--- src/rtl/core/nkps_pkg.sv ---
// nkps_pkg: shared types and constants for nearest_k_point_selection
// depends on nothing
`default_nettype none
package nkps_pkg;
    localparam int COORD_W = 16;
    localparam int NCOORD  = 6;
    localparam int SQ_W    = 35;
    localparam int DIST_W  = 18;
    localparam int KEEP_W  = 7;
    localparam int KEEP_REG = 6;

    typedef logic signed [COORD_W-1:0] coord_t;
    typedef coord_t [NCOORD-1:0] point_t;

    typedef enum logic [2:0] {
        ST_IDLE,
        ST_DIST,
        ST_SUM,
        ST_INSERT,
        ST_EMIT
    } state_t;

    // per-lane compare verdicts handed to the merge stage
    typedef struct packed {
        logic farther;
    } lane_res_t;
endpackage
`default_nettype wire

--- src/rtl/core/nkps_lane.sv ---
// nkps_lane: one kept-entry slot; holds a point and its squared distance
// and compares it against the incoming candidate; depends on nkps_pkg
`default_nettype none
module nkps_lane
(
    input  wire logic                        clk,
    input  wire logic [nkps_pkg::SQ_W-1:0]   cand_sq,
    input  wire nkps_pkg::point_t            cand_pt,
    input  wire logic [nkps_pkg::SQ_W-1:0]   prev_sq,
    input  wire nkps_pkg::point_t            prev_pt,
    input  wire logic                        load_cand,
    input  wire logic                        load_prev,
    output nkps_pkg::lane_res_t              res,
    output logic [nkps_pkg::SQ_W-1:0]        sq,
    output nkps_pkg::point_t                 pt
);
    logic [nkps_pkg::SQ_W-1:0] sq_reg;
    nkps_pkg::point_t          pt_reg;

    always_ff @(posedge clk)
    begin
        if (load_cand)
        begin
            sq_reg <= cand_sq;
            pt_reg <= cand_pt;
        end
        else if (load_prev)
        begin
            sq_reg <= prev_sq;
            pt_reg <= prev_pt;
        end
    end

    assign res.farther = (cand_sq < sq_reg);
    assign sq = sq_reg;
    assign pt = pt_reg;
endmodule
`default_nettype wire

--- config.mk ---
export PLATFORM = sky130hd
export DESIGN_NAME = nkps_lane
export DESIGN_NICKNAME = d
export VERILOG_FILES = /design/src/rtl/core/nkps_pkg.sv /design/src/rtl/core/nkps_lane.sv
export SDC_FILE = /design/constraint.sdc
export NUM_CORES = 1
export LEC_CHECK = 0
export BUFFER_PORTS_ARGS = -buffer_cell sky130_fd_sc_hd__buf_2
export CORE_AREA = 2 2 153 155
export CTS_BUF_LIST = sky130_fd_sc_hd__clkbuf_4
export CTS_CLUSTER_SIZE = 14
export DETAILED_ROUTE_END_ITERATION = 8
export DIE_AREA = 0 0 155 157
export GPL_TIMING_DRIVEN = 1
export SLEW_MARGIN = 20
export SYNTH_ARGS = -nofsm -noshare
export SYNTH_HDL_FRONTEND = slang
export SYNTH_SLANG_ARGS = --single-unit
--- constraint.sdc ---
create_clock -name clk -period 4.1 [get_ports clk]
set_input_delay 0.205 -clock clk [delete_from_list [all_inputs] [get_ports clk]]
set_output_delay 0.205 -clock clk [all_outputs]
set_load 0.05 [all_outputs]
==> impl_metrics.ini, run 1 <==
[logic_synthesis]
synth_fp_nets = 696
ys_ff_latch = 131
avgSynthCellArea_um2 = 16.0
syn_area_mm2 = 0.00634
syn_inst = 397
ys_seq_area_share_pct = 62.1
yosysWarnings = 0
yosysUniqueCellTypes = 30

[placement]
gp_congestion = 0.786
port_buffers = 396
dp_hpwl_mm = 14.6
place_inst = 1068

[cts]
clockBufferDepth = 2
cts_hold_buf = 222
postCtsSetupBuffers = 0
numCtsBuffers = 17
htree_levels = 4
cts_root_buf = clkbuf_4
cts_resized = 0
clkSinkCount = 131

[outcome]
error = [ERROR RSZ-0060] Max buffer count reached.
stop_stage = clock tree synthesis
run_status = stopped before the end

[floorplan]
initial_utilization_pct = 28.2
die_w_um = 155
num_rows = 55
pin_count = 397
die_h_um = 157
==> cells by family after synthesis <==
family                   count (synthesis)  share of synthesized area [%]
AO/OA/AOI/OAI                           25                           2.57
adder cells (fa/ha/maj)                 34                           6.71
buffers and inverters                   50                           3.24
flip-flops                             131                           62.1
multiplexers                           131                           23.3
AND/OR/NAND/NOR                         26                           2.15
==> cell usage after synthesis <==
cell type | number | share of area [%]
a221oi_1 | 1 | 0.14
o21a_1 | 1 | 0.12
o41a_1 | 1 | 0.18
edfxtp_1 | 131 | 62
o21ai_0 | 2 | 0.16
a31oi_1 | 1 | 0.099
o211a_1 | 1 | 0.16
nand2_1 | 10 | 0.59
nand4_1 | 3 | 0.30
mux2_1 | 119 | 21
nor2b_1 | 1 | 0.099
buf_2 | 14 | 1.1
a211oi_1 | 1 | 0.12
a221o_1 | 1 | 0.16
o211ai_1 | 1 | 0.12
ha_1 | 34 | 6.7
nor2_1 | 2 | 0.12
and4_1 | 3 | 0.41
o2111ai_1 | 1 | 0.14
and2_0 | 1 | 0.099
inv_1 | 35 | 2.1
nand3_1 | 3 | 0.24
clkbuf_1 | 1 | 0.059
mux2_2 | 12 | 2.1
a21o_1 | 2 | 0.24
nor4_1 | 1 | 0.099
nand2b_1 | 1 | 0.099
or2_1 | 1 | 0.099
o21ai_1 | 1 | 0.079
a21oi_1 | 11 | 0.87
==> stage by stage <==
stage               utilization (%)  instance area, µm²  setup slack, ns
floorplan                         -                6340             1.25
global placement               38.5                8660             1.88
detailed placement             38.5                8660             1.82
==> inputs of run 2 (changes only) <==
--- a/config.mk
+++ b/config.mk
@@ -6,12 +6,10 @@
 export NUM_CORES = 1
 export LEC_CHECK = 0
 export BUFFER_PORTS_ARGS = -buffer_cell sky130_fd_sc_hd__buf_2
-export CORE_AREA = 2 2 153 155
-export CTS_BUF_LIST = sky130_fd_sc_hd__clkbuf_4
-export CTS_CLUSTER_SIZE = 14
+export CORE_UTILIZATION = 20
 export DETAILED_ROUTE_END_ITERATION = 8
-export DIE_AREA = 0 0 155 157
 export GPL_TIMING_DRIVEN = 1
+export PLACE_DENSITY_LB_ADDON = 0.15
 export SLEW_MARGIN = 20
 export SYNTH_ARGS = -nofsm -noshare
 export SYNTH_HDL_FRONTEND = slang
==> constraint.sdc (replaced) <==
create_clock -name clk -period 5.3 [get_ports clk]
set_input_delay 0.265 -clock clk [delete_from_list [all_inputs] [get_ports clk]]
set_output_delay 0.265 -clock clk [all_outputs]
set_load 0.05 [all_outputs]
==> run 2 against run 1 <==
The run now ends clean; synthesized cell count stayed put; synthesized area did not move.
==> impl_metrics.ini, run 2 <==
[outcome]
run_status = finished clean

[grt]
grt_pass1_vias = 5161
grt_remaining_overflow = 0
grt_pass1_wl_mm = 30.4
grt_max_degree = 83
antenna_found_initial = 3
grt_usage_pct = 12.7

[detailed_routing]
wl_per_cell_um = 16.7
drtIter0Drc = 151
wl_mm = 20.1
drt_pre_antenna_iters = 4
drtAntennaViolNets = 0
drc = 0
vias_per_cell = 3.91
vias = 4731

[timing]
hold_viol_final = 0
fin_crit_ns = 2.78
finalWorstSetupSlack_ns = 2.52
timing.hold.ws_ns = 0.109
max_freq_mhz = 360
drv_slew = 0
period_share_pct = 52.4
tightest_slew_ns = 0.821
setup_violations = 0
rsz0062_at_grt = false
relSlewSlack_pct = 45.3
finalSetupTns_ns = 0

[logic_synthesis]
synth_area_leaders = edfxtp_1, mux2_1, ha_1
syn_inst = 397
synth_edf_count = 131
synthArstFlopShare_pct = 0
synth_top_flop_cell = edfxtp_1
yosysTopAreaCell = edfxtp_1
ys_ff_latch = 131
yosysWarnings = 0
yosysTopAreaCellShare_pct = 62.1
synth_fp_nets = 696
ys_seq_area_share_pct = 62.1
avgSynthCellArea_um2 = 16.0
yosysUniqueCellTypes = 30
syn_area_mm2 = 0.00634
synth_common_cells = edfxtp_1, mux2_1, inv_1, ha_1, buf_2
synthMostInstantiatedCell = edfxtp_1

[pwr]
sw_frac_of_total_pct = 32.8
ir_drop_uv = 211
cellLeakagePower_uw = 0.00429
pwr-share-comb_pct = 24.8
power_density_mw_per_mm2 = 363
p_int_uw = 2290
clock_power_share_pct = 37.0
power_frac_seq_pct = 38.2
switchingPower_uw = 1120
power.total_uw = 3410

[worst_hold_path]
hold_path_depth = 2
hold_start = prev_pt[31]
hold_end = pt[31]
min_path_type = input port to flop

[critical_path]
required_ns = 5.04
cp.arrival_ns = 2.51
crit_slowest_cell = edfxtp_1
start_kind = flop
worst-path-buf-inv = 2
path_max_fanout = 3
worstSetupPathType = flop to output pin
path_cells = inv_1 -> ha_1 -> a21oi_1 -> o21ai_1 -> a221oi_1 -> o2111ai_1 -> a31oi_1 -> buf_2
path_delay_family = compound AO/OA/AOI/OAI gates
endpoint_kind = output pin
critPathMaxStageDelay_ns = 0.39

[cts]
cts_resized = 0
postCtsSetupBuffers = 0
cts_root_buf = clkbuf_16
clkSinkCount = 131
cts_tree = built
cts_hold_buf = 0
numCtsBuffers = 17
clockBufferDepth = 2
clkTransAtPathRegs_ns = 0.07
htree_levels = 4

[floorplan]
die_w_um = 180
dieArea_mm2 = 0.0324
initial_utilization_pct = 20.5
pin_count = 397
design.core.area_mm2 = 0.0309
num_rows = 64
die_h_um = 180

[cells_and_area]
nets = 1099
layout_commonest_cell = buf_2
area_delta_synth_final_pct = 48.3
final_cell_mix = buf_2, edfxtp_1, mux2_1, inv_1, ha_1
final.fill_count = 3229
design_area_mm2 = 0.00940
largest_register_ffs = 96
drive_gt1_share_pct = 54.3

[flow_run]
drv_cap = 0

[placement]
gp_congestion = 0.740
dp_slack_ns = 2.79
port_buffers = 396
placed_cell_area_mm2 = 0.00879
dp_hpwl_mm = 15.5
==> run 2: per-stage QoR <==
stage / cells / utilization (%)
after detailed placement: 1177 / 28.4
after CTS: 1208 / 30.4
final: 1209 / 30.4
after global placement: 1177 / 28.4
after global routing: 1208 / 30.4
after floorplan: 397 / -
==> run 2: cells by family (layout without fill, tap and decap cells) <==
group	count (synthesis)	in the layout	synth area share (%)
DFF	131	131	62.1
and+or+nand+nor	26	26	2.15
AOI/OAI and AO/OA	25	25	2.57
adders and majority gates	34	34	6.71
muxes	131	131	23.3
buffers and inverters	50	465	3.24
other	0	1	0
==> run 2: power groups by stage <==
stage	combinational, µW	sequential [µW]	clock, µW
after global placement	861	1330	0
after global routing	901	1320	1350
after detailed placement	857	1330	0
after CTS	861	1310	1310
final	845	1310	1260
after floorplan	171	1740	0
==> run 2: worst max-delay path by stage <==
| stage | slack, ns | depth (start not counted) | endpoint | from |
|---|---|---|---|---|
| 6_report | 2.52 | 8 | res | sq[6] |
| 3_3_place_gp | 2.81 | 3 | pt[50] | load_cand |
| 3_5_place_dp | 2.79 | 3 | pt[50] | load_cand |
| 5_1_grt | 2.30 | 8 | res | sq[6] |
| 2_1_floorplan | 1.08 | 4 | pt[0] | load_cand |
| 4_1_cts | 2.42 | 8 | res | sq[6] |
==> run 2: layout make-up <==
type	instances	area (µm²)	area share (%)
flip-flops and latches	131	3930	41.8
multi-input cells	216	2200	23.4
repair buffers	399	2020	21.5
well taps	396	495	5.27
clock buffers	17	425	4.53
clock inverters	14	186	1.98
inverters	35	131	1.40
diodes	1	2.50	0.0266
==> run 2: per-layer routing <==
layer  share of wire (%)  track usage, %  up-vias  routed length (µm)
li1                    -               -     2320                   -
met1                  40            13.8     2171                7990
met2                  50            21.8      215               10100
met3                 8.7            5.44       21                1750
met4                 1.6            4.75        4                 324
met5                0.13               0        -                  27
Power figures use the tool's default switching activity.
==> inputs of run 3 (changes only) <==
==> constraint.sdc (replaced) <==
create_clock -name clk -period 2.8 [get_ports clk]
set_input_delay 0.14 -clock clk [delete_from_list [all_inputs] [get_ports clk]]
set_output_delay 0.14 -clock clk [all_outputs]
set_load 0.05 [all_outputs]
==> run 3 against run 2 <==
Via count up 15%; sequential power rose by 89%; sequential cell count stayed put.
==> impl_metrics.ini, run 3 (synthesis results as in run 2) <==
[cts]
clkTransAtPathRegs_ns = 0.07
postCtsSetupBuffers = 0
cts_root_buf = clkbuf_16
cts_tree = built
htree_levels = 4
numCtsBuffers = 17
clkSinkCount = 131
clockBufferDepth = 2

[floorplan]
die_w_um = 180
design.core.area_mm2 = 0.0309
num_rows = 64
dieArea_mm2 = 0.0324
pin_count = 397
die_h_um = 180
initial_utilization_pct = 20.5

[critical_path]
endpoint_kind = output pin
required_ns = 2.66
cp.arrival_ns = 2.42
path_max_fanout = 3
worstSetupPathType = flop to output pin
start_kind = flop

[cells_and_area]
layout_commonest_cell = buf_2
design_area_mm2 = 0.0111
nets = 1272
final_cell_mix = buf_2, dlygate4sd3_1, edfxtp_1, mux2_1, inv_1
drive_gt1_share_pct = 45.2
n_antenna_cell = 0
area_delta_synth_final_pct = 75.6
final_cells = 1382
final.fill_count = 3129
largest_register_ffs = 96

[grt]
antenna_found_initial = 0
grt_pass1_vias = 5934
met2_usage_pct = 24.0
gr-max-usage-layer = met2
grt_usage_pct = 13.1
grt_max_degree = 75
grt_remaining_overflow = 0
met1_usage_pct = 14.1
grtUsageMet3_pct = 4.10
grt_pass1_wl_mm = 32.2

[detailed_routing]
vias = 5440
drtIter0Drc = 162
wl_per_cell_um = 15.2
drtAntennaViolNets = 0
drc = 0
vias_per_cell = 3.94
wl_mm = 21.1
drt_pre_antenna_iters = 4

[timing]
drv_slew = 0
rsz0062_at_grt = false
period_share_pct = 91.6
fin_crit_ns = 2.56
finalSetupTns_ns = 0
max_freq_mhz = 390
relSlewSlack_pct = 61.6
tightest_slew_ns = 0.576
setup_violations = 0
hold_viol_final = 0

[pwr]
ir_drop_uv = 408
switchingPower_uw = 2240
p_int_uw = 4390
power_density_mw_per_mm2 = 595
pwr-share-comb_pct = 27.6
clock_power_share_pct = 35.1
cellLeakagePower_uw = 0.00501
sw_frac_of_total_pct = 33.8
power_frac_seq_pct = 37.3

[worst_hold_path]
min_path_type = input port to flop
hold_path_depth = 2
hold_end = pt[62]
hold_start = cand_pt[62]

[placement]
dp_hpwl_mm = 15.7
placed_cell_area_mm2 = 0.00883
place_inst = 1180
port_buffers = 396
gp_congestion = 0.731

[flow_run]
drv_cap = 0

[outcome]
run_status = finished clean
-- run 3: worst max-delay path by stage --
stage,from,cells after the start,end
finish,sq[6],8,res
CTS,sq[6],8,res
floorplan,load_cand,4,pt[0]
detailed placement,sq[6],8,res
global route,sq[6],8,res
global placement,sq[6],8,res
-- run 3: per-layer routing --
| layer | vias up | share of wire (%) |
|---|---|---|
| li1 | 2669 | - |
| met1 | 2521 | 39 |
| met2 | 228 | 52 |
| met3 | 22 | 7.0 |
| met4 | 0 | 1.9 |
| met5 | - | 0 |
-- run 3: through the flow --
stage	utilization, %	setup slack [ns]	total power, µW	hold WS (ns)
2_1_floorplan	-	0.0150	3620	0.341
3_3_place_gp	28.6	0.591	4140	0.421
3_5_place_dp	28.6	0.560	4140	0.425
4_1_cts	36.0	0.0773	6750	0.000133
5_1_grt	36.0	0.0546	6920	0.00250
6_report	36.0	0.236	6620	0.0237
-- run 3: timing repair --
item / CTS / global route
endpoints found under the hold margin: 104 / 0
hold buffers: 170 / 0
gates resized for setup: 0 / 0
endpoints found under the setup margin: 0 / 0
-- run 3: critical path, stage by stage, from the launching register on --
cell       delay (ns)
edfxtp_1         0.39
inv_1            0.07
ha_1             0.24
a21oi_1          0.15
o21ai_1          0.09
a221oi_1         0.36
o2111ai_1        0.21
a31oi_1          0.22
buf_2            0.29
-- run 3: final cells by class --
| cell class | instances | area [µm²] | share of cell area [%] |
|---|---|---|---|
| Clock inverter | 15 | 168 | 1.51 |
| Inverter | 35 | 131 | 1.18 |
| Tap cell | 396 | 495 | 4.45 |
| Clock buffer | 17 | 425 | 3.82 |
| Multi-Input combinational cell | 216 | 2200 | 19.8 |
| Timing Repair Buffer | 572 | 3770 | 33.9 |
| Sequential cell | 131 | 3930 | 35.3 |
-- run 3: power by group through the flow --
| stage | sequential (µW) | clock [µW] | combinational [µW] |
|---|---|---|---|
| 3_5_place_dp | 2510 | 0 | 1630 |
| 3_3_place_gp | 2510 | 0 | 1640 |
| 6_report | 2470 | 2330 | 1830 |
| 5_1_grt | 2500 | 2480 | 1940 |
| 4_1_cts | 2470 | 2420 | 1850 |
| 2_1_floorplan | 3290 | 0 | 323 |
==> inputs of run 4 (changes only) <==
--- a/config.mk
+++ b/config.mk
@@ -6,9 +6,11 @@
 export NUM_CORES = 1
 export LEC_CHECK = 0
 export BUFFER_PORTS_ARGS = -buffer_cell sky130_fd_sc_hd__buf_2
+export CORE_ASPECT_RATIO = 1.4
 export CORE_UTILIZATION = 20
 export DETAILED_ROUTE_END_ITERATION = 8
 export GPL_TIMING_DRIVEN = 1
+export MAX_ROUTING_LAYER = met4
 export PLACE_DENSITY_LB_ADDON = 0.15
 export SLEW_MARGIN = 20
 export SYNTH_ARGS = -nofsm -noshare
==> run 4 against run 3 <==
The run now ends with DRC left; hold slack lost 0.00078 ns; clock power shrank 3%; clock-buffer cell count is the same; sequential share of layout area shrank 1.9 points; first-iteration DRC count shrank 9.9%; wire length grew 4.4%; combinational power grew 5%; sequential power is essentially flat; die area is essentially flat; non-clock buffer count grew 63; design area grew 5.7%; global-route usage grew 1.2 points; largest cell class is now buffers; highest routed layer unchanged.
==> impl_metrics.ini, run 4 (synthesis results as in run 2) <==
[placement]
dp_hpwl_mm = 15.8
placed_cell_area_mm2 = 0.00883
gp_congestion = 0.765
port_buffers = 396

[floorplan]
die_h_um = 213
dieArea_mm2 = 0.0324
die_w_um = 152
initial_utilization_pct = 20.4
num_rows = 76
pin_count = 397
design.core.area_mm2 = 0.0310

[outcome]
violations = DRC
run_status = finished with violations

[cts]
cts_root_buf = clkbuf_16
htree_levels = 4
clkTransAtPathRegs_ns = 0.06
clkSinkCount = 131
numCtsBuffers = 17
postCtsSetupBuffers = 0
clockBufferDepth = 2
cts_tree = built

[cells_and_area]
area_delta_synth_final_pct = 85.6
nets = 1335
layout_commonest_cell = buf_2
design_area_mm2 = 0.0118
largest_register_ffs = 96
multiInputGateArea_mm2 = 0.00221
n_antenna_cell = 0
register_area_mm2 = 0.00393
drive_gt1_share_pct = 42.5
final_core_util_pct = 37.9
final_cell_mix = buf_2, dlygate4sd3_1, edfxtp_1, mux2_1, inv_1
final.fill_count = 3024

[detailed_routing]
drc = 14
drtAntennaViolNets = 0
vias_per_cell = 4.00
drt_pre_antenna_iters = 8
vias = 5753
wl_per_cell_um = 15.3
drtIter0Drc = 146
wl_mm = 22.0

[timing]
period_share_pct = 91.3
finalSetupTns_ns = 0
tightest_slew_ns = 0.511
relSlewSlack_pct = 65.6
setup_violations = 0
max_freq_mhz = 391
fin_crit_ns = 2.56
rsz0062_at_grt = false
hold_viol_final = 0
drv_slew = 0

[grt]
grt_pass1_wl_mm = 33.6
antenna_found_initial = 1
grt_remaining_overflow = 0
grt_pass1_vias = 6309
grt_max_degree = 75
grt_usage_pct = 14.3

[pwr]
ir_drop_uv = 355
cellLeakagePower_uw = 0.00527
power_density_mw_per_mm2 = 566

[critical_path]
start_kind = flop
required_ns = 2.66
cp.arrival_ns = 2.42
path_max_fanout = 3
worstSetupPathType = flop to output pin
endpoint_kind = output pin

[flow_run]
drv_cap = 0

[worst_hold_path]
min_path_type = input port to flop
==> run 4: cell types whose count changed in the layout (fill, tap and decap cells not counted) <==
cell           delta
a221oi_2          +1
buf_4             -2
buf_12            +1
a221oi_1          -1
clkinv_4          +1
clkinvlp_4        +2
clkinv_2          +2
dlygate4sd3_1    +64
inv_6             -5
==> run 4: stage by stage <==
stage | hold WS, ns | total power, µW | worst slack [ns] | instances
finish | 0.0229 | 6650 | 0.243 | 1439
detailed placement | 0.423 | 4140 | 0.465 | 1173
CTS | 0.000280 | 6770 | 0.116 | 1438
global placement | 0.420 | 4150 | 0.436 | 1173
floorplan | 0.341 | 3620 | 0.0150 | 397
global route | 0.00707 | 6950 | 0.0867 | 1439
==> run 4: critical path, cell delays in order, from the launching register on <==
cell,delay [ns]
edfxtp_1,0.38
inv_1,0.06
ha_1,0.24
a21oi_1,0.15
o21ai_1,0.10
a221oi_2,0.36
o2111ai_1,0.21
a31oi_1,0.20
buf_2,0.28
==> run 4: path summary, 6_finish.rpt <==
check / startpoint / end / slack [ns] / depth (start not counted)
worst max-delay path: sq[6] / res / 0.24 / 8
worst min-delay path: prev_pt[56] / pt[56] / 0.02 / 2
==> run 4: what timing repair did <==
item                                   4_1_cts  5_1_grt
setup endpoints to repair                    1        0
endpoints found under the hold margin      124        1
hold buffers                               233        1
gates resized for setup                      1        0
==> run 4: area by class of cell <==
type	instances	area share, %
inverter	35	1.12
clock inverter	15	1.34
multi-input combinational	216	18.8
sequential	131	33.4
timing repair buffer	635	37.6
tap	390	4.15
clock buffer	17	3.62
==> run 4: metal layers <==
layer | share of wire (%) | vias to the layer above | global-route usage [%]
met5 | 0 | - | -
met3 | 7.2 | 27 | 4.44
met2 | 55 | 247 | 26.7
met1 | 36 | 2681 | 13.9
met4 | 1.9 | 0 | 5.19
li1 | - | 2798 | -
==> run 4: report_power, final <==
part / internal, µW / switching (µW)
Sequential: 2410 / 61.2
Clock: 1310 / 939
Combinational: 722 / 1210
