===== src/rtl/core/nkps_pkg.sv =====
// nkps_pkg: shared types and constants for nearest_k_point_selection
// depends on nothing
`default_nettype none
package nkps_pkg;
    localparam int COORD_W = 16;
    localparam int NCOORD  = 6;
    localparam int SQ_W    = 35;
    localparam int DIST_W  = 18;
    localparam int KEEP_W  = 7;
    localparam int KEEP_REG = 6;

    typedef logic signed [COORD_W-1:0] coord_t;
    typedef coord_t [NCOORD-1:0] point_t;

    typedef enum logic [2:0] {
        ST_IDLE,
        ST_DIST,
        ST_SUM,
        ST_INSERT,
        ST_EMIT
    } state_t;

    // per-lane compare verdicts handed to the merge stage
    typedef struct packed {
        logic farther;
    } lane_res_t;
endpackage
`default_nettype wire


===== src/rtl/core/nkps_sqrt.sv =====
// nkps_sqrt: iterative floor square root, one result bit a cycle
// depends on nkps_pkg
`default_nettype none
module nkps_sqrt
(
    input  wire logic                          clk,
    input  wire logic                          rst_n,
    input  wire logic                          go,
    input  wire logic [nkps_pkg::SQ_W-1:0]     value,
    output logic                               done,
    output logic [nkps_pkg::DIST_W-1:0]        root
);
    localparam int RW = 38;
    logic [RW-1:0] rem_reg, rem_next;
    logic [RW-1:0] res_reg, res_next;
    logic [RW-1:0] bit_reg, bit_next;
    logic          busy_reg, busy_next;

    always_comb
    begin
        rem_next  = rem_reg;
        res_next  = res_reg;
        bit_next  = bit_reg;
        busy_next = busy_reg;
        if (go)
        begin
            rem_next  = {3'b0, value};
            res_next  = '0;
            bit_next  = RW'(1) << 36;
            busy_next = 1'b1;
        end
        else if (busy_reg)
        begin
            if (rem_reg >= res_reg + bit_reg)
            begin
                rem_next = rem_reg - (res_reg + bit_reg);
                res_next = (res_reg >> 1) + bit_reg;
            end
            else
            begin
                res_next = res_reg >> 1;
            end
            bit_next = bit_reg >> 2;
            if (bit_reg[0])
                busy_next = 1'b0;
        end
    end

    always_ff @(posedge clk or negedge rst_n)
    begin
        if (!rst_n)
            busy_reg <= 1'b0;
        else
            busy_reg <= busy_next;
    end

    always_ff @(posedge clk)
    begin
        rem_reg <= rem_next;
        res_reg <= res_next;
        bit_reg <= bit_next;
    end

    assign done = busy_reg && bit_reg[0];
    assign root = res_next[nkps_pkg::DIST_W-1:0];
endmodule
`default_nettype wire


===== config.mk =====
export PLATFORM = sky130hd
export DESIGN_NAME = nkps_sqrt
export DESIGN_NICKNAME = d
export VERILOG_FILES = /design/src/rtl/core/nkps_pkg.sv /design/src/rtl/core/nkps_sqrt.sv
export SDC_FILE = /design/constraint.sdc
export NUM_CORES = 1
export LEC_CHECK = 0
export BUFFER_PORTS_ARGS = -buffer_cell sky130_fd_sc_hd__buf_2
export CORE_MARGIN = 2
export CORE_UTILIZATION = 67
export DETAILED_ROUTE_END_ITERATION = 8
export PLACE_DENSITY = 0.86
export SYNTH_ARGS = -nofsm -noshare
export SYNTH_HDL_FRONTEND = slang
export SYNTH_SLANG_ARGS = --single-unit

===== constraint.sdc =====
create_clock -name clk -period 8.2 [get_ports clk]
set_clock_uncertainty 0.1 [all_clocks]
set_input_delay 0.82 -clock clk [delete_from_list [all_inputs] [get_ports clk]]
set_output_delay 0.82 -clock clk [all_outputs]
set_load 0.005 [all_outputs]

==> results of run 1 <==
[placed cells by master (no fill, tap or decap), types with 5 or more instances in the layout]
| cell | Yosys | routed |
|---|---|---|
| sky130_fd_sc_hd__a211oi_1 | 21 | 21 |
| sky130_fd_sc_hd__a21o_1 | 16 | 16 |
| sky130_fd_sc_hd__a21oi_1 | 67 | 67 |
| sky130_fd_sc_hd__a221oi_1 | 10 | 10 |
| sky130_fd_sc_hd__a311oi_1 | 9 | 9 |
| sky130_fd_sc_hd__a31o_2 | 8 | 8 |
| sky130_fd_sc_hd__a31oi_1 | 22 | 22 |
| sky130_fd_sc_hd__and3_1 | 7 | 7 |
| sky130_fd_sc_hd__buf_2 | 3 | 55 |
| sky130_fd_sc_hd__buf_4 | 2 | 5 |
| sky130_fd_sc_hd__clkbuf_16 | 0 | 9 |
| sky130_fd_sc_hd__dfxtp_1 | 60 | 60 |
| sky130_fd_sc_hd__edfxtp_1 | 35 | 35 |
| sky130_fd_sc_hd__ha_1 | 78 | 78 |
| sky130_fd_sc_hd__inv_1 | 36 | 36 |
| sky130_fd_sc_hd__mux2_2 | 7 | 7 |
| sky130_fd_sc_hd__mux2i_1 | 30 | 30 |
| sky130_fd_sc_hd__nand2_1 | 107 | 107 |
| sky130_fd_sc_hd__nand2b_1 | 7 | 7 |
| sky130_fd_sc_hd__nand3_1 | 20 | 20 |
| sky130_fd_sc_hd__nand4_1 | 12 | 12 |
| sky130_fd_sc_hd__nor2_1 | 95 | 95 |
| sky130_fd_sc_hd__nor2b_1 | 13 | 13 |
| sky130_fd_sc_hd__nor3_1 | 17 | 17 |
| sky130_fd_sc_hd__o211ai_1 | 5 | 5 |
| sky130_fd_sc_hd__o21ai_0 | 90 | 90 |
| sky130_fd_sc_hd__o21ai_1 | 9 | 9 |
| sky130_fd_sc_hd__o21bai_1 | 16 | 16 |
| sky130_fd_sc_hd__o22ai_1 | 8 | 8 |
| sky130_fd_sc_hd__o31ai_1 | 9 | 9 |
| sky130_fd_sc_hd__or3_1 | 8 | 8 |
| sky130_fd_sc_hd__xnor2_1 | 37 | 37 |
| sky130_fd_sc_hd__xor2_1 | 46 | 46 |
[cell type report]
| type | instances | area, um2 |
|---|---|---|
| Clock inverter | 5 | 30.0 |
| Fill cell | 962 | 3140 |
| Tap cell | 168 | 210 |
| Timing Repair Buffer | 60 | 313 |
| Clock buffer | 11 | 253 |
| Sequential cell | 96 | 2280 |
| Multi-Input combinational cell | 847 | 5800 |
| Inverter | 37 | 139 |
[worst max path at each step]
| stage | startpoint | to | slack (ps) |
|---|---|---|---|
| floorplan | bit_reg[0]$_SDFFE_PP0P_ | root[16] | 2550 |
| global placement | bit_reg[0]$_SDFFE_PP0P_ | root[10] | 1460 |
| detailed placement | bit_reg[0]$_SDFFE_PP0P_ | root[14] | 1390 |
| CTS | bit_reg[0]$_SDFFE_PP0P_ | root[10] | 980 |
| global route | bit_reg[0]$_SDFFE_PP0P_ | root[10] | 470 |
| finish | res_reg[4]$_DFF_P_ | root[10] | 810 |
[metal layers]
layer,up-vias,wire length [um],share of wire (%),global-route usage [%]
li1,3856,-,-,-
met1,3603,9250,43,40.7
met2,268,10300,48,54.3
met3,52,1290,6.0,6.96
met4,0,663,3.1,12.9
met5,-,0,0,0
[report_power, final]
group	total, mW	switching (mW)	internal (mW)
logic	1.68	1.03	0.650
clock network	0.410	0.189	0.222
registers	0.747	0.0807	0.666
[cells by family after synthesis]
kind of cell | count (synthesis) | share of synthesized area, %
AOI/OAI and AO/OA | 336 | 26.4
xor gates and xnor gates | 83 | 8.64
adders and majority gates | 79 | 11.8
buffers and inverters | 83 | 4.03
DFF | 96 | 27.1
muxes | 37 | 4.50
and+or+nand+nor | 312 | 17.6
[stage by stage]
stage	total power [mW]	setup slack, ps	hold slack, ps	area, um2	instances
2_1_floorplan	2.04	2550	351	8420	1026
3_3_place_gp	2.37	1460	365	8740	1208
3_5_place_dp	2.39	1390	396	8740	1208
4_1_cts	2.82	980	119	9020	1224
5_1_grt	3.05	474	114	9020	1224
6_report	2.84	815	122	9020	1224
==> summary.txt, run 1 <==
Outcome
  – Status: finished, final reports clean

Power
  – Maximum VDD drop: 304 uV
  – Static leakage: 3.76 nW
  – Pwr dens: 315 nW/um2

Worst setup path
  – Cell count of the worst reg-to-reg path: 19
  – Critical path buffer and inverter count: 1
  – Capturing element type of the critical path: output port
  – Critical path start-end classification: flop to output port
  – Reg2reg start: res_reg[4]$_DFF_P_
  – Arrival time reported for the critical path endpoint: 6470 ps
  – Register-to-register setup slack: 2050 ps
  – Critical path depth in cells: 20
  – Cells along the critical path: ha_1 -> a21oi_1 -> o21bai_1 -> a41o_1 -> a31oi_1 -> o221ai_1 -> a41oi_1 -> o21ai_0 -> xnor2_1 -> ha_1 -> and3_1 -> nand2_1 -> or3_4 -> nor3_2 -> a2bb2o_1 -> a211oi_1 -> nand2_4 -> mux2i_1 -> a221oi_1 -> buf_2
  – Delay-heaviest family, CP: compound AO/OA/AOI/OAI gates
  – Worst EP required: 7280 ps
  – Crit Reg-Reg Endpoint: res_reg[10]$_DFF_P_
  – Cell with the most instances on the worst path: sky130_fd_sc_hd__ha_1
  – CP max-delay cell: sky130_fd_sc_hd__a211oi_1
  – Maximum single-stage delay on the critical path: 960 ps
  – Startpoint Class: flop
  – Crit path max fanout: 19

Global routing
  – First-pass GRT wire length: 34.3 mm
  – Residual overflow from global routing: 0
  – Vias in the first global route: 7,134
  – Number of antenna violations at the first check in global routing: 0
  – Maximum number of pins on one net before global-route repair: 75
  – Overall Global Routing Usage: 32.4%

Timing
  – Number of endpoints with negative hold slack in the final report: 0
  – Relative slew margins: 23.2%
  – Maximum frequency from static timing analysis: 135 MHz
  – RSZ-0062 raised after global routing: no
  – Setup total negative slack: 0 ps
  – Period utilization: 90.1%
  – Final-report max-slew violation count: 0
  – Final-report setup violation count: 0
  – Post-route minimum period: 7390 ps
  – Transition at the pin with the smallest max-transition slack: 1140 ps

Detailed routing
  – DRT Wirelength: 21.5 mm
  – Number of violations reported at the end of detailed-routing iteration 0: 742
  – Total via count after detailed routing: 7,779
  – Number of detailed-routing iterations run before antenna repair: 7
  – Residual antenna-violating net count after detailed routing: 0
  – DRC errors left: 0
  – Routed length per placed instance: 17.6 um
  – Vias per Instance: 6.36

Die
  – Initial Utilization: 69.2%
  – # rows: 40
  – Die area: 13,500 um2
  – Chip Width: 116 um
  – Placeable core region: 12,200 um2
  – Chip height: 116 um
  – I/O Pins: 57

Synthesis
  – Syn_nets: 1,143
  – Number of standard cells after synthesis: 1,026
  – Cell types with the highest counts after synthesis: 107 x sky130_fd_sc_hd__nand2_1, 95 x sky130_fd_sc_hd__nor2_1, 90 x sky130_fd_sc_hd__o21ai_0
  – Top cells by area in the synthesized netlist: sky130_fd_sc_hd__dfxtp_1 14%, sky130_fd_sc_hd__edfxtp_1 12%, sky130_fd_sc_hd__ha_1 12%
  – Sequential element share of the synthesized area: 27.1%
  – Most frequent cell after synthesis: sky130_fd_sc_hd__nand2_1
  – Synth top area share: 14.3%
  – Average instance area after synthesis: 8.20 um2
  – Post-synth ARST share: 1.04%
  – Unique masters post-synth: 85
  – Number of synthesized register bits: 96
  – Yosys warning count: 0
  – Number of flops mapped to enable cells by yosys: 35
  – Mapped cell area: 8420 um2
  – Most instantiated flip-flop cell in the synthesis netlist: sky130_fd_sc_hd__dfxtp_1
  – Cell taking the most area after synthesis: sky130_fd_sc_hd__dfxtp_1

CTS
  – Post CTS Setup Buffer Count: 0
  – Clock tree from TritonCTS: yes
  – Clock transition at the registers of the reported paths: 70 ps
  – Clock Path Buffers: 2
  – Total clock buffers created by CTS: 9
  – Count of cells resized by post-cts repair: 0
  – Number of sinks on the clock net: 96
  – Number of H-tree levels: 3
  – Worst-Skew Late Latency: 360 ps
  – Cts hold-fix bufs: 0
  – Root cell of the clock tree: sky130_fd_sc_hd__clkbuf_16

Finish
  – Antenna Diode Count: 0
  – Number of nets in the layout: 1,168
  – Layout Area Growth over Synthesis: 7.21%
  – Post-layout utilization of the core: 74.2%
  – Fraction of final layout cells sized beyond drive strength 1: 11.4%

Placed design
  – I/O Buffers: 56
  – DP HPWL: 15.9 mm
  – Weighted congestion reported at the end of routability-driven placement: 0.936

Min path
  – Worst min path class: input pin to asynchronous set/reset pin

Job
  – Max-capacitance violation count: 0
(Power assumes the default switching activity.)
==> run 2: changes to the inputs <==
REMOVE_ABC_BUFFERS = 1   (was default)
==> summary.txt, run 2 (synthesized netlist as in run 1, its figures left out) <==
Detailed routing
  – DRC errors left: 0 (unchanged)
  – DRT Wirelength: 22.1 mm (+2.8%)
  – Routed length per placed instance: 18.0 um (+2.8%)
  – Number of violations reported at the end of detailed-routing iteration 0: 835 (+13%)
  – Vias per Instance: 6.49 (+2.1%)
  – Total via count after detailed routing: 7,946 (+2.1%)
  – Number of detailed-routing iterations run before antenna repair: 6 (-1)
  – Residual antenna-violating net count after detailed routing: 0 (unchanged)

Power
  – Maximum VDD drop: 207 uV (-32%)
  – Pwr dens: 316 nW/um2 (+0.34%)
  – Overall power of the completed layout: 2.84 mW (+0.14%)
  – Static leakage: 3.74 nW (-0.51%)

Timing
  – Post-route minimum period: 7570 ps (+186 ps)
  – Number of endpoints with negative hold slack in the final report: 0 (unchanged)
  – Period utilization: 92.3% (+2.3 points)
  – Relative slew margins: 10.9% (-12 points)
  – Final-report max-slew violation count: 0 (unchanged)
  – Transition at the pin with the smallest max-transition slack: 1330 ps (+185 ps)
  – Setup total negative slack: 0 ps (unchanged)
  – Final-report setup violation count: 0 (unchanged)
  – RSZ-0062 raised after global routing: no
  – Maximum frequency from static timing analysis: 132 MHz (-2.5%)

Die
  – I/O Pins: 57 (unchanged)
  – Initial Utilization: 69.2% (unchanged)
  – # rows: 40 (unchanged)
  – Chip Width: 116 um (unchanged)
  – Placeable core region: 12,200 um2 (unchanged)
  – Chip height: 116 um (unchanged)
  – Die area: 13,500 um2 (unchanged)

Worst setup path
  – Crit path max fanout: 19 (unchanged)
  – Startpoint Class: flop
  – Critical path start-end classification: flop to output port
  – Cells along the critical path: ha_1 -> ha_1 -> a21o_1 -> a31oi_1 -> nor2_1 -> o41a_1 -> a2111o_1 -> a31oi_1 -> nor2b_1 -> xnor2_1 -> ha_1 -> and3_1 -> nand2_1 -> or3_4 -> nor3_2 -> a2bb2o_1 -> a211oi_1 -> nand2_4 -> mux2i_1 -> a221oi_1 -> buf_2
  – Worst EP required: 7280 ps (about the same)
  – Arrival time reported for the critical path endpoint: 6650 ps (+180 ps)
  – Maximum single-stage delay on the critical path: 1090 ps (+130 ps)
  – Cell with the most instances on the worst path: sky130_fd_sc_hd__ha_1
  – Capturing element type of the critical path: output port
  – Register-to-register setup slack: 1840 ps (-210 ps)
  – CP max-delay cell: sky130_fd_sc_hd__a211oi_1

Placed design
  – I/O Buffers: 56 (unchanged)
  – Weighted congestion reported at the end of routability-driven placement: 0.965 (+3.1%)
  – DP HPWL: 16.0 mm (+0.79%)

CTS
  – Worst-Skew Late Latency: 360 ps (about the same)
  – Post CTS Setup Buffer Count: 0 (unchanged)
  – Clock tree from TritonCTS: yes
  – Count of cells resized by post-cts repair: 0 (unchanged)
  – Number of H-tree levels: 3 (unchanged)
  – Cts hold-fix bufs: 0 (unchanged)
  – Clock transition at the registers of the reported paths: 60 ps (about the same)
  – Number of sinks on the clock net: 96 (unchanged)
  – Total clock buffers created by CTS: 9 (unchanged)
  – Root cell of the clock tree: sky130_fd_sc_hd__clkbuf_16
  – Clock Path Buffers: 2 (unchanged)

Finish
  – Post-layout utilization of the core: 74.0% (-0.15 points)
  – Antenna Diode Count: 0 (unchanged)
  – Most common library cell in the layout ignoring fill and taps: sky130_fd_sc_hd__nand2_1
  – Layout Area Growth over Synthesis: 6.99%
  – Number of nets in the layout: 1,168 (unchanged)
  – Filler Cell Count: 974 (+1.2%)
  – Area of the multi-input gates: 5800 um2 (unchanged)
  – Leading cell types in the layout, fill and taps excluded: 107 x sky130_fd_sc_hd__nand2_1, 95 x sky130_fd_sc_hd__nor2_1, 90 x sky130_fd_sc_hd__o21ai_0
  – Fraction of final layout cells sized beyond drive strength 1: 11.2% (-0.19 points)
  – Register Area: 2280 um2 (unchanged)

Job
  – Max-capacitance violation count: 0 (unchanged)

Outcome
  – Status: finished, final reports clean

Min path
  – Worst min path class: input pin to asynchronous set/reset pin

Global routing
  – Number of antenna violations at the first check in global routing: 0 (unchanged)
  – Maximum number of pins on one net before global-route repair: 95 (+27%)
  – Vias in the first global route: 7,467 (+4.7%)
  – Overall Global Routing Usage: 33.2% (+0.87 points)
  – First-pass GRT wire length: 35.4 mm (+3.2%)
  – Residual overflow from global routing: 0 (unchanged)
==> run 2: cell type report <==
| class | count | area share [%] |
|---|---|---|
| flip-flops and latches | 96 | 25.3 |
| well taps | 168 | 2.33 |
| multi-input cells | 847 | 64.4 |
| clock inverters | 6 | 0.389 |
| inverters | 37 | 1.54 |
| clock buffers | 10 | 2.54 |
| repair buffers | 60 | 3.47 |
==> run 2: where the power goes <==
group	leakage (nW)	switching, mW	internal (mW)
registers	0.852	0.0784	0.666
clock network	0.126	0.190	0.204
logic	2.76	1.05	0.652
==> run 2: through the flow <==
step	std cells	hold WS, ps	cell area [um2]	setup slack, ps
after floorplan	980	351	8220	2530
after detailed placement	1208	381	8740	1220
after CTS	1224	123	9000	788
final	1224	124	9000	629
after global routing	1224	121	9000	344
after global placement	1208	373	8740	1350
==> run 2: path summary, 6_finish.rpt <==
path / start / end / cells past startpoint
max in group asynchronous: rst_n / busy_reg$_DFF_PN0_ / 1
min in group clk: rem_reg[36]$_SDFFE_PP0P_ / rem_reg[36]$_SDFFE_PP0P_ / 2
hold / removal: rst_n / busy_reg$_DFF_PN0_ / 1
hold reg to reg: rem_reg[36]$_SDFFE_PP0P_ / rem_reg[36]$_SDFFE_PP0P_ / 2
setup / recovery: bit_reg[0]$_SDFFE_PP0P_ / root[14] / 21
setup reg to reg: bit_reg[0]$_SDFFE_PP0P_ / res_reg[14]$_DFF_P_ / 20
==> run 2: layer usage <==
| layer | vias up | share of wire [%] | global-route usage [%] | wire, um |
|---|---|---|---|---|
| met2 | 334 | 46 | 54.3 | 10100 |
| met3 | 72 | 7.0 | 7.17 | 1540 |
| met1 | 3690 | 43 | 41.7 | 9520 |
| li1 | 3850 | - | - | - |
| met5 | - | 0 | 0 | 0 |
| met4 | 0 | 4.4 | 16.3 | 961 |
==> run 2: critical path: cells and delay by family, from the launching register on <==
kind	cells	cell delay, ps
adders and majority gates	3	770
and+or+nand+nor	7	1150
DFF	1	350
muxes	1	290
AOI/OAI and AO/OA	8	3340
buffers and inverters	1	180
xor gates and xnor gates	1	200
==> run 3: changes to the inputs <==
ABC_AREA = 1   (was default)
CORE_UTILIZATION = 64   (was 67)
PLACE_DENSITY = 0.82   (was 0.86)
clock period = 7.3 ns   (was 8.2 ns; I/O delays follow)
==> summary.txt, run 3 <==
Outcome
  – Status: finished, final reports clean

Synthesis
  – Cell taking the most area after synthesis: sky130_fd_sc_hd__nand2_1
  – Unique masters post-synth: 49 (-42%)
  – Number of standard cells after synthesis: 1,786 (+74%)
  – Most instantiated flip-flop cell in the synthesis netlist: sky130_fd_sc_hd__dfxtp_1
  – Top cells by area in the synthesized netlist: sky130_fd_sc_hd__nand2_1 22%, sky130_fd_sc_hd__dfxtp_1 11%, sky130_fd_sc_hd__edfxtp_1 10%
  – Most frequent cell after synthesis: sky130_fd_sc_hd__nand2_1
  – Average instance area after synthesis: 5.89 um2 (-28%)
  – Post-synth ARST share: 1.04% (unchanged)
  – Number of flops mapped to enable cells by yosys: 35 (unchanged)
  – Number of synthesized register bits: 96 (unchanged)
  – Synth top area share: 22.2% (+7.9 points)
  – Mapped cell area: 10,500 um2 (+25%)
  – Cell types with the highest counts after synthesis: 621 x sky130_fd_sc_hd__nand2_1, 194 x sky130_fd_sc_hd__inv_1, 191 x sky130_fd_sc_hd__nor2_1
  – Sequential element share of the synthesized area: 21.7% (-5.4 points)
  – Yosys warning count: 0 (unchanged)

Detailed routing
  – Detailed-routed wire length on met3: 2.62 mm (+70%)
  – Number of detailed-routing iterations run before antenna repair: 5 (-1)
  – Length of routed wiring on met1: 13.9 mm (+46%)
  – Detailed route wirelength on metal2: 15.9 mm (+58%)
  – DRC errors left: 0 (unchanged)
  – Residual antenna-violating net count after detailed routing: 0 (unchanged)
  – Highest Signal Layer: met4
  – DRT Wirelength: 34.7 mm (+57%)
  – Routed length per placed instance: 17.0 um (-5.9%)
  – Number of violations reported at the end of detailed-routing iteration 0: 1,002 (+20%)
  – Total via count after detailed routing: 12,100 (+52%)
  – Vias per Instance: 5.90 (-9.1%)

Worst setup path
  – Maximum single-stage delay on the critical path: 430 ps (-660 ps)
  – Cells along the critical path: ha_1 -> nand3_1 -> nand2_1 -> nand2_1 -> nand2_1 -> nand2_1 -> nand2_1 -> a21oi_1 -> inv_1 -> nand4_1 -> nand2_1 -> nand2_1 -> nand2_1 -> ha_1 -> nand2_1 -> a21oi_1 -> nor2_1 -> a21oi_2 -> nor2_4 -> nand2_8 -> inv_1 -> nand2_1 -> a21oi_1 -> buf_2
  – Startpoint Class: flop
  – Arrival time reported for the critical path endpoint: 4950 ps (-1700 ps)
  – Crit path max fanout: 55 (+36)
  – Critical path start-end classification: flop to output port
  – Cell with the most instances on the worst path: sky130_fd_sc_hd__nand2_1
  – Register-to-register setup slack: 2140 ps (+300 ps)
  – Worst EP required: 6470 ps (-810 ps)
  – CP max-delay cell: sky130_fd_sc_hd__dfxtp_1
  – Capturing element type of the critical path: output port

Placed design
  – I/O Buffers: 56 (unchanged)
  – DP HPWL: 27.2 mm (+70%)
  – Weighted congestion reported at the end of routability-driven placement: 0.999 (+3.6%)

Finish
  – Fraction of final layout cells sized beyond drive strength 1: 6.57% (-4.6 points)
  – Leading cell types in the layout, fill and taps excluded: 621 x sky130_fd_sc_hd__nand2_1, 193 x sky130_fd_sc_hd__inv_1, 191 x sky130_fd_sc_hd__nor2_1
  – Most common library cell in the layout ignoring fill and taps: sky130_fd_sc_hd__nand2_1
  – Register Area: 2280 um2 (unchanged)
  – Layout Area Growth over Synthesis: 6.83%
  – Antenna Diode Count: 0 (unchanged)
  – Number of nets in the layout: 1,939 (+66%)
  – Filler Cell Count: 1,490 (+53%)
  – Area of the multi-input gates: 7320 um2 (+26%)

Timing
  – Final-report setup violation count: 0 (unchanged)
  – Final-report max-slew violation count: 0 (unchanged)
  – Setup total negative slack: 0 ps (unchanged)
  – Number of endpoints with negative hold slack in the final report: 0 (unchanged)
  – Transition at the pin with the smallest max-transition slack: 819 ps (-510 ps)
  – RSZ-0062 raised after global routing: no
  – Post-route minimum period: 5780 ps
  – Period utilization: 79.2%
  – Maximum frequency from static timing analysis: 173 MHz
  – Relative slew margins: 45.3% (+34 points)

CTS
  – Number of sinks on the clock net: 96 (unchanged)
  – Number of H-tree levels: 3 (unchanged)
  – Total clock buffers created by CTS: 9 (unchanged)
  – Clock transition at the registers of the reported paths: 80 ps (+20 ps)
  – Clock tree from TritonCTS: yes
  – Root cell of the clock tree: sky130_fd_sc_hd__clkbuf_16
  – Worst-Skew Late Latency: 370 ps (about the same)
  – Count of cells resized by post-cts repair: 0 (unchanged)
  – Clock Path Buffers: 2 (unchanged)

Min path
  – Worst min path class: flop to flop

Power
  – Static leakage: 5.26 nW (+41%)
  – Pwr dens: 394 nW/um2 (+25%)
  – Overall power of the completed layout: 4.42 mW (+56%)
  – Maximum VDD drop: 356 uV (+72%)

Global routing
  – Overall Global Routing Usage: 39.2% (+6.0 points)
  – Number of antenna violations at the first check in global routing: 0 (unchanged)
  – First-pass GRT wire length: 54.9 mm (+55%)
  – Maximum number of pins on one net before global-route repair: 67 (-29%)
  – Residual overflow from global routing: 0 (unchanged)
  – Vias in the first global route: 11,400 (+53%)

Die
  – Die area: 17,500 um2 (+30%)
  – Chip Width: 132 um (+14%)
  – Placeable core region: 16,000 um2 (+32%)
  – Chip height: 132 um (+14%)
  – Initial Utilization: 65.7% (-3.5 points)
  – I/O Pins: 57 (unchanged)
  – # rows: 46 (+15%)

Job
  – Max-capacitance violation count: 0 (unchanged)
## run 3: cell types whose count changed after synthesis, moves of 30 or more
cell,previous run,this run
sky130_fd_sc_hd__a21oi_1,67,99
sky130_fd_sc_hd__inv_1,36,194
sky130_fd_sc_hd__nand3_1,20,162
sky130_fd_sc_hd__mux2i_1,30,0
sky130_fd_sc_hd__nor2_1,95,191
sky130_fd_sc_hd__nand2_1,107,621
## run 3: worst max-delay path, delay by kind of cell (launching register included)
family / cells / cell delay, ps
compound gates: 4 / 600
fa+ha+maj: 2 / 700
buf+inv: 3 / 560
flops: 1 / 430
simple gates: 15 / 2270
## run 3: area by class of cell
type,instances,area share [%]
multi-input combinational,1457,65.2
sequential,96,20.3
inverter,196,6.55
timing repair buffer,62,2.92
tap,216,2.41
clock buffer,9,2.00
clock inverter,7,0.657
## run 3: worst paths after layout
check                                               from                        to  cells past startpoint
min in group asynchronous                          rst_n        busy_reg$_DFF_PN0_                      2
worst max-delay path                  res_reg[2]$_DFF_P_                   root[1]                     24
worst min-delay path            rem_reg[36]$_SDFFE_PP0P_  rem_reg[36]$_SDFFE_PP0P_                      2
worst max register to register        res_reg[2]$_DFF_P_     rem_reg[22]$_DFFE_PP_                     23
worst min register to register  rem_reg[36]$_SDFFE_PP0P_  rem_reg[36]$_SDFFE_PP0P_                      2
max in group asynchronous                          rst_n        busy_reg$_DFF_PN0_                      2
## run 3: layer usage
metal	vias to the layer above	track usage [%]
li1	5890	-
met1	5371	47.1
met2	633	66.4
met3	157	5.92
met4	0	23.4
met5	-	0
## run 3: report_power, final
part | switching [mW] | total (mW) | internal (mW)
Combinational | 1.95 | 2.95 | 0.994
Sequential | 0.191 | 0.982 | 0.791
Clock | 0.253 | 0.496 | 0.242
## run 3: cells by family (layout without fill, tap and decap cells)
group                    count (synthesis)  after routing  share of synthesized area, %
flip-flops                              96             96                          21.7
XOR/XNOR                                53             53                          4.41
AO/OA/AOI/OAI                          254            254                          13.0
AND/OR/NAND/NOR                       1071           1071                          42.7
adder cells (fa/ha/maj)                 79             79                          9.47
buffers and inverters                  233            274                          8.71
## run 3: stage by stage
stage               setup slack (ps)  cells  hold slack (ps)  instance area (um2)  util [%]
floorplan                       2930   1749              334                10300         -
global placement                2180   2026              369                10900      68.3
detailed placement              2090   2026              369                10900      68.3
CTS                             1680   2042             15.3                11200      70.2
global route                    1170   2043              405                11200      70.2
finish                          1520   2043              386                11200      70.2
## run 3: what timing repair did
item	4_1_cts	5_1_grt
hold buffers	0	1
hold endpoints to repair	0	1
endpoints found under the setup margin	0	0
setup buffers	0	0
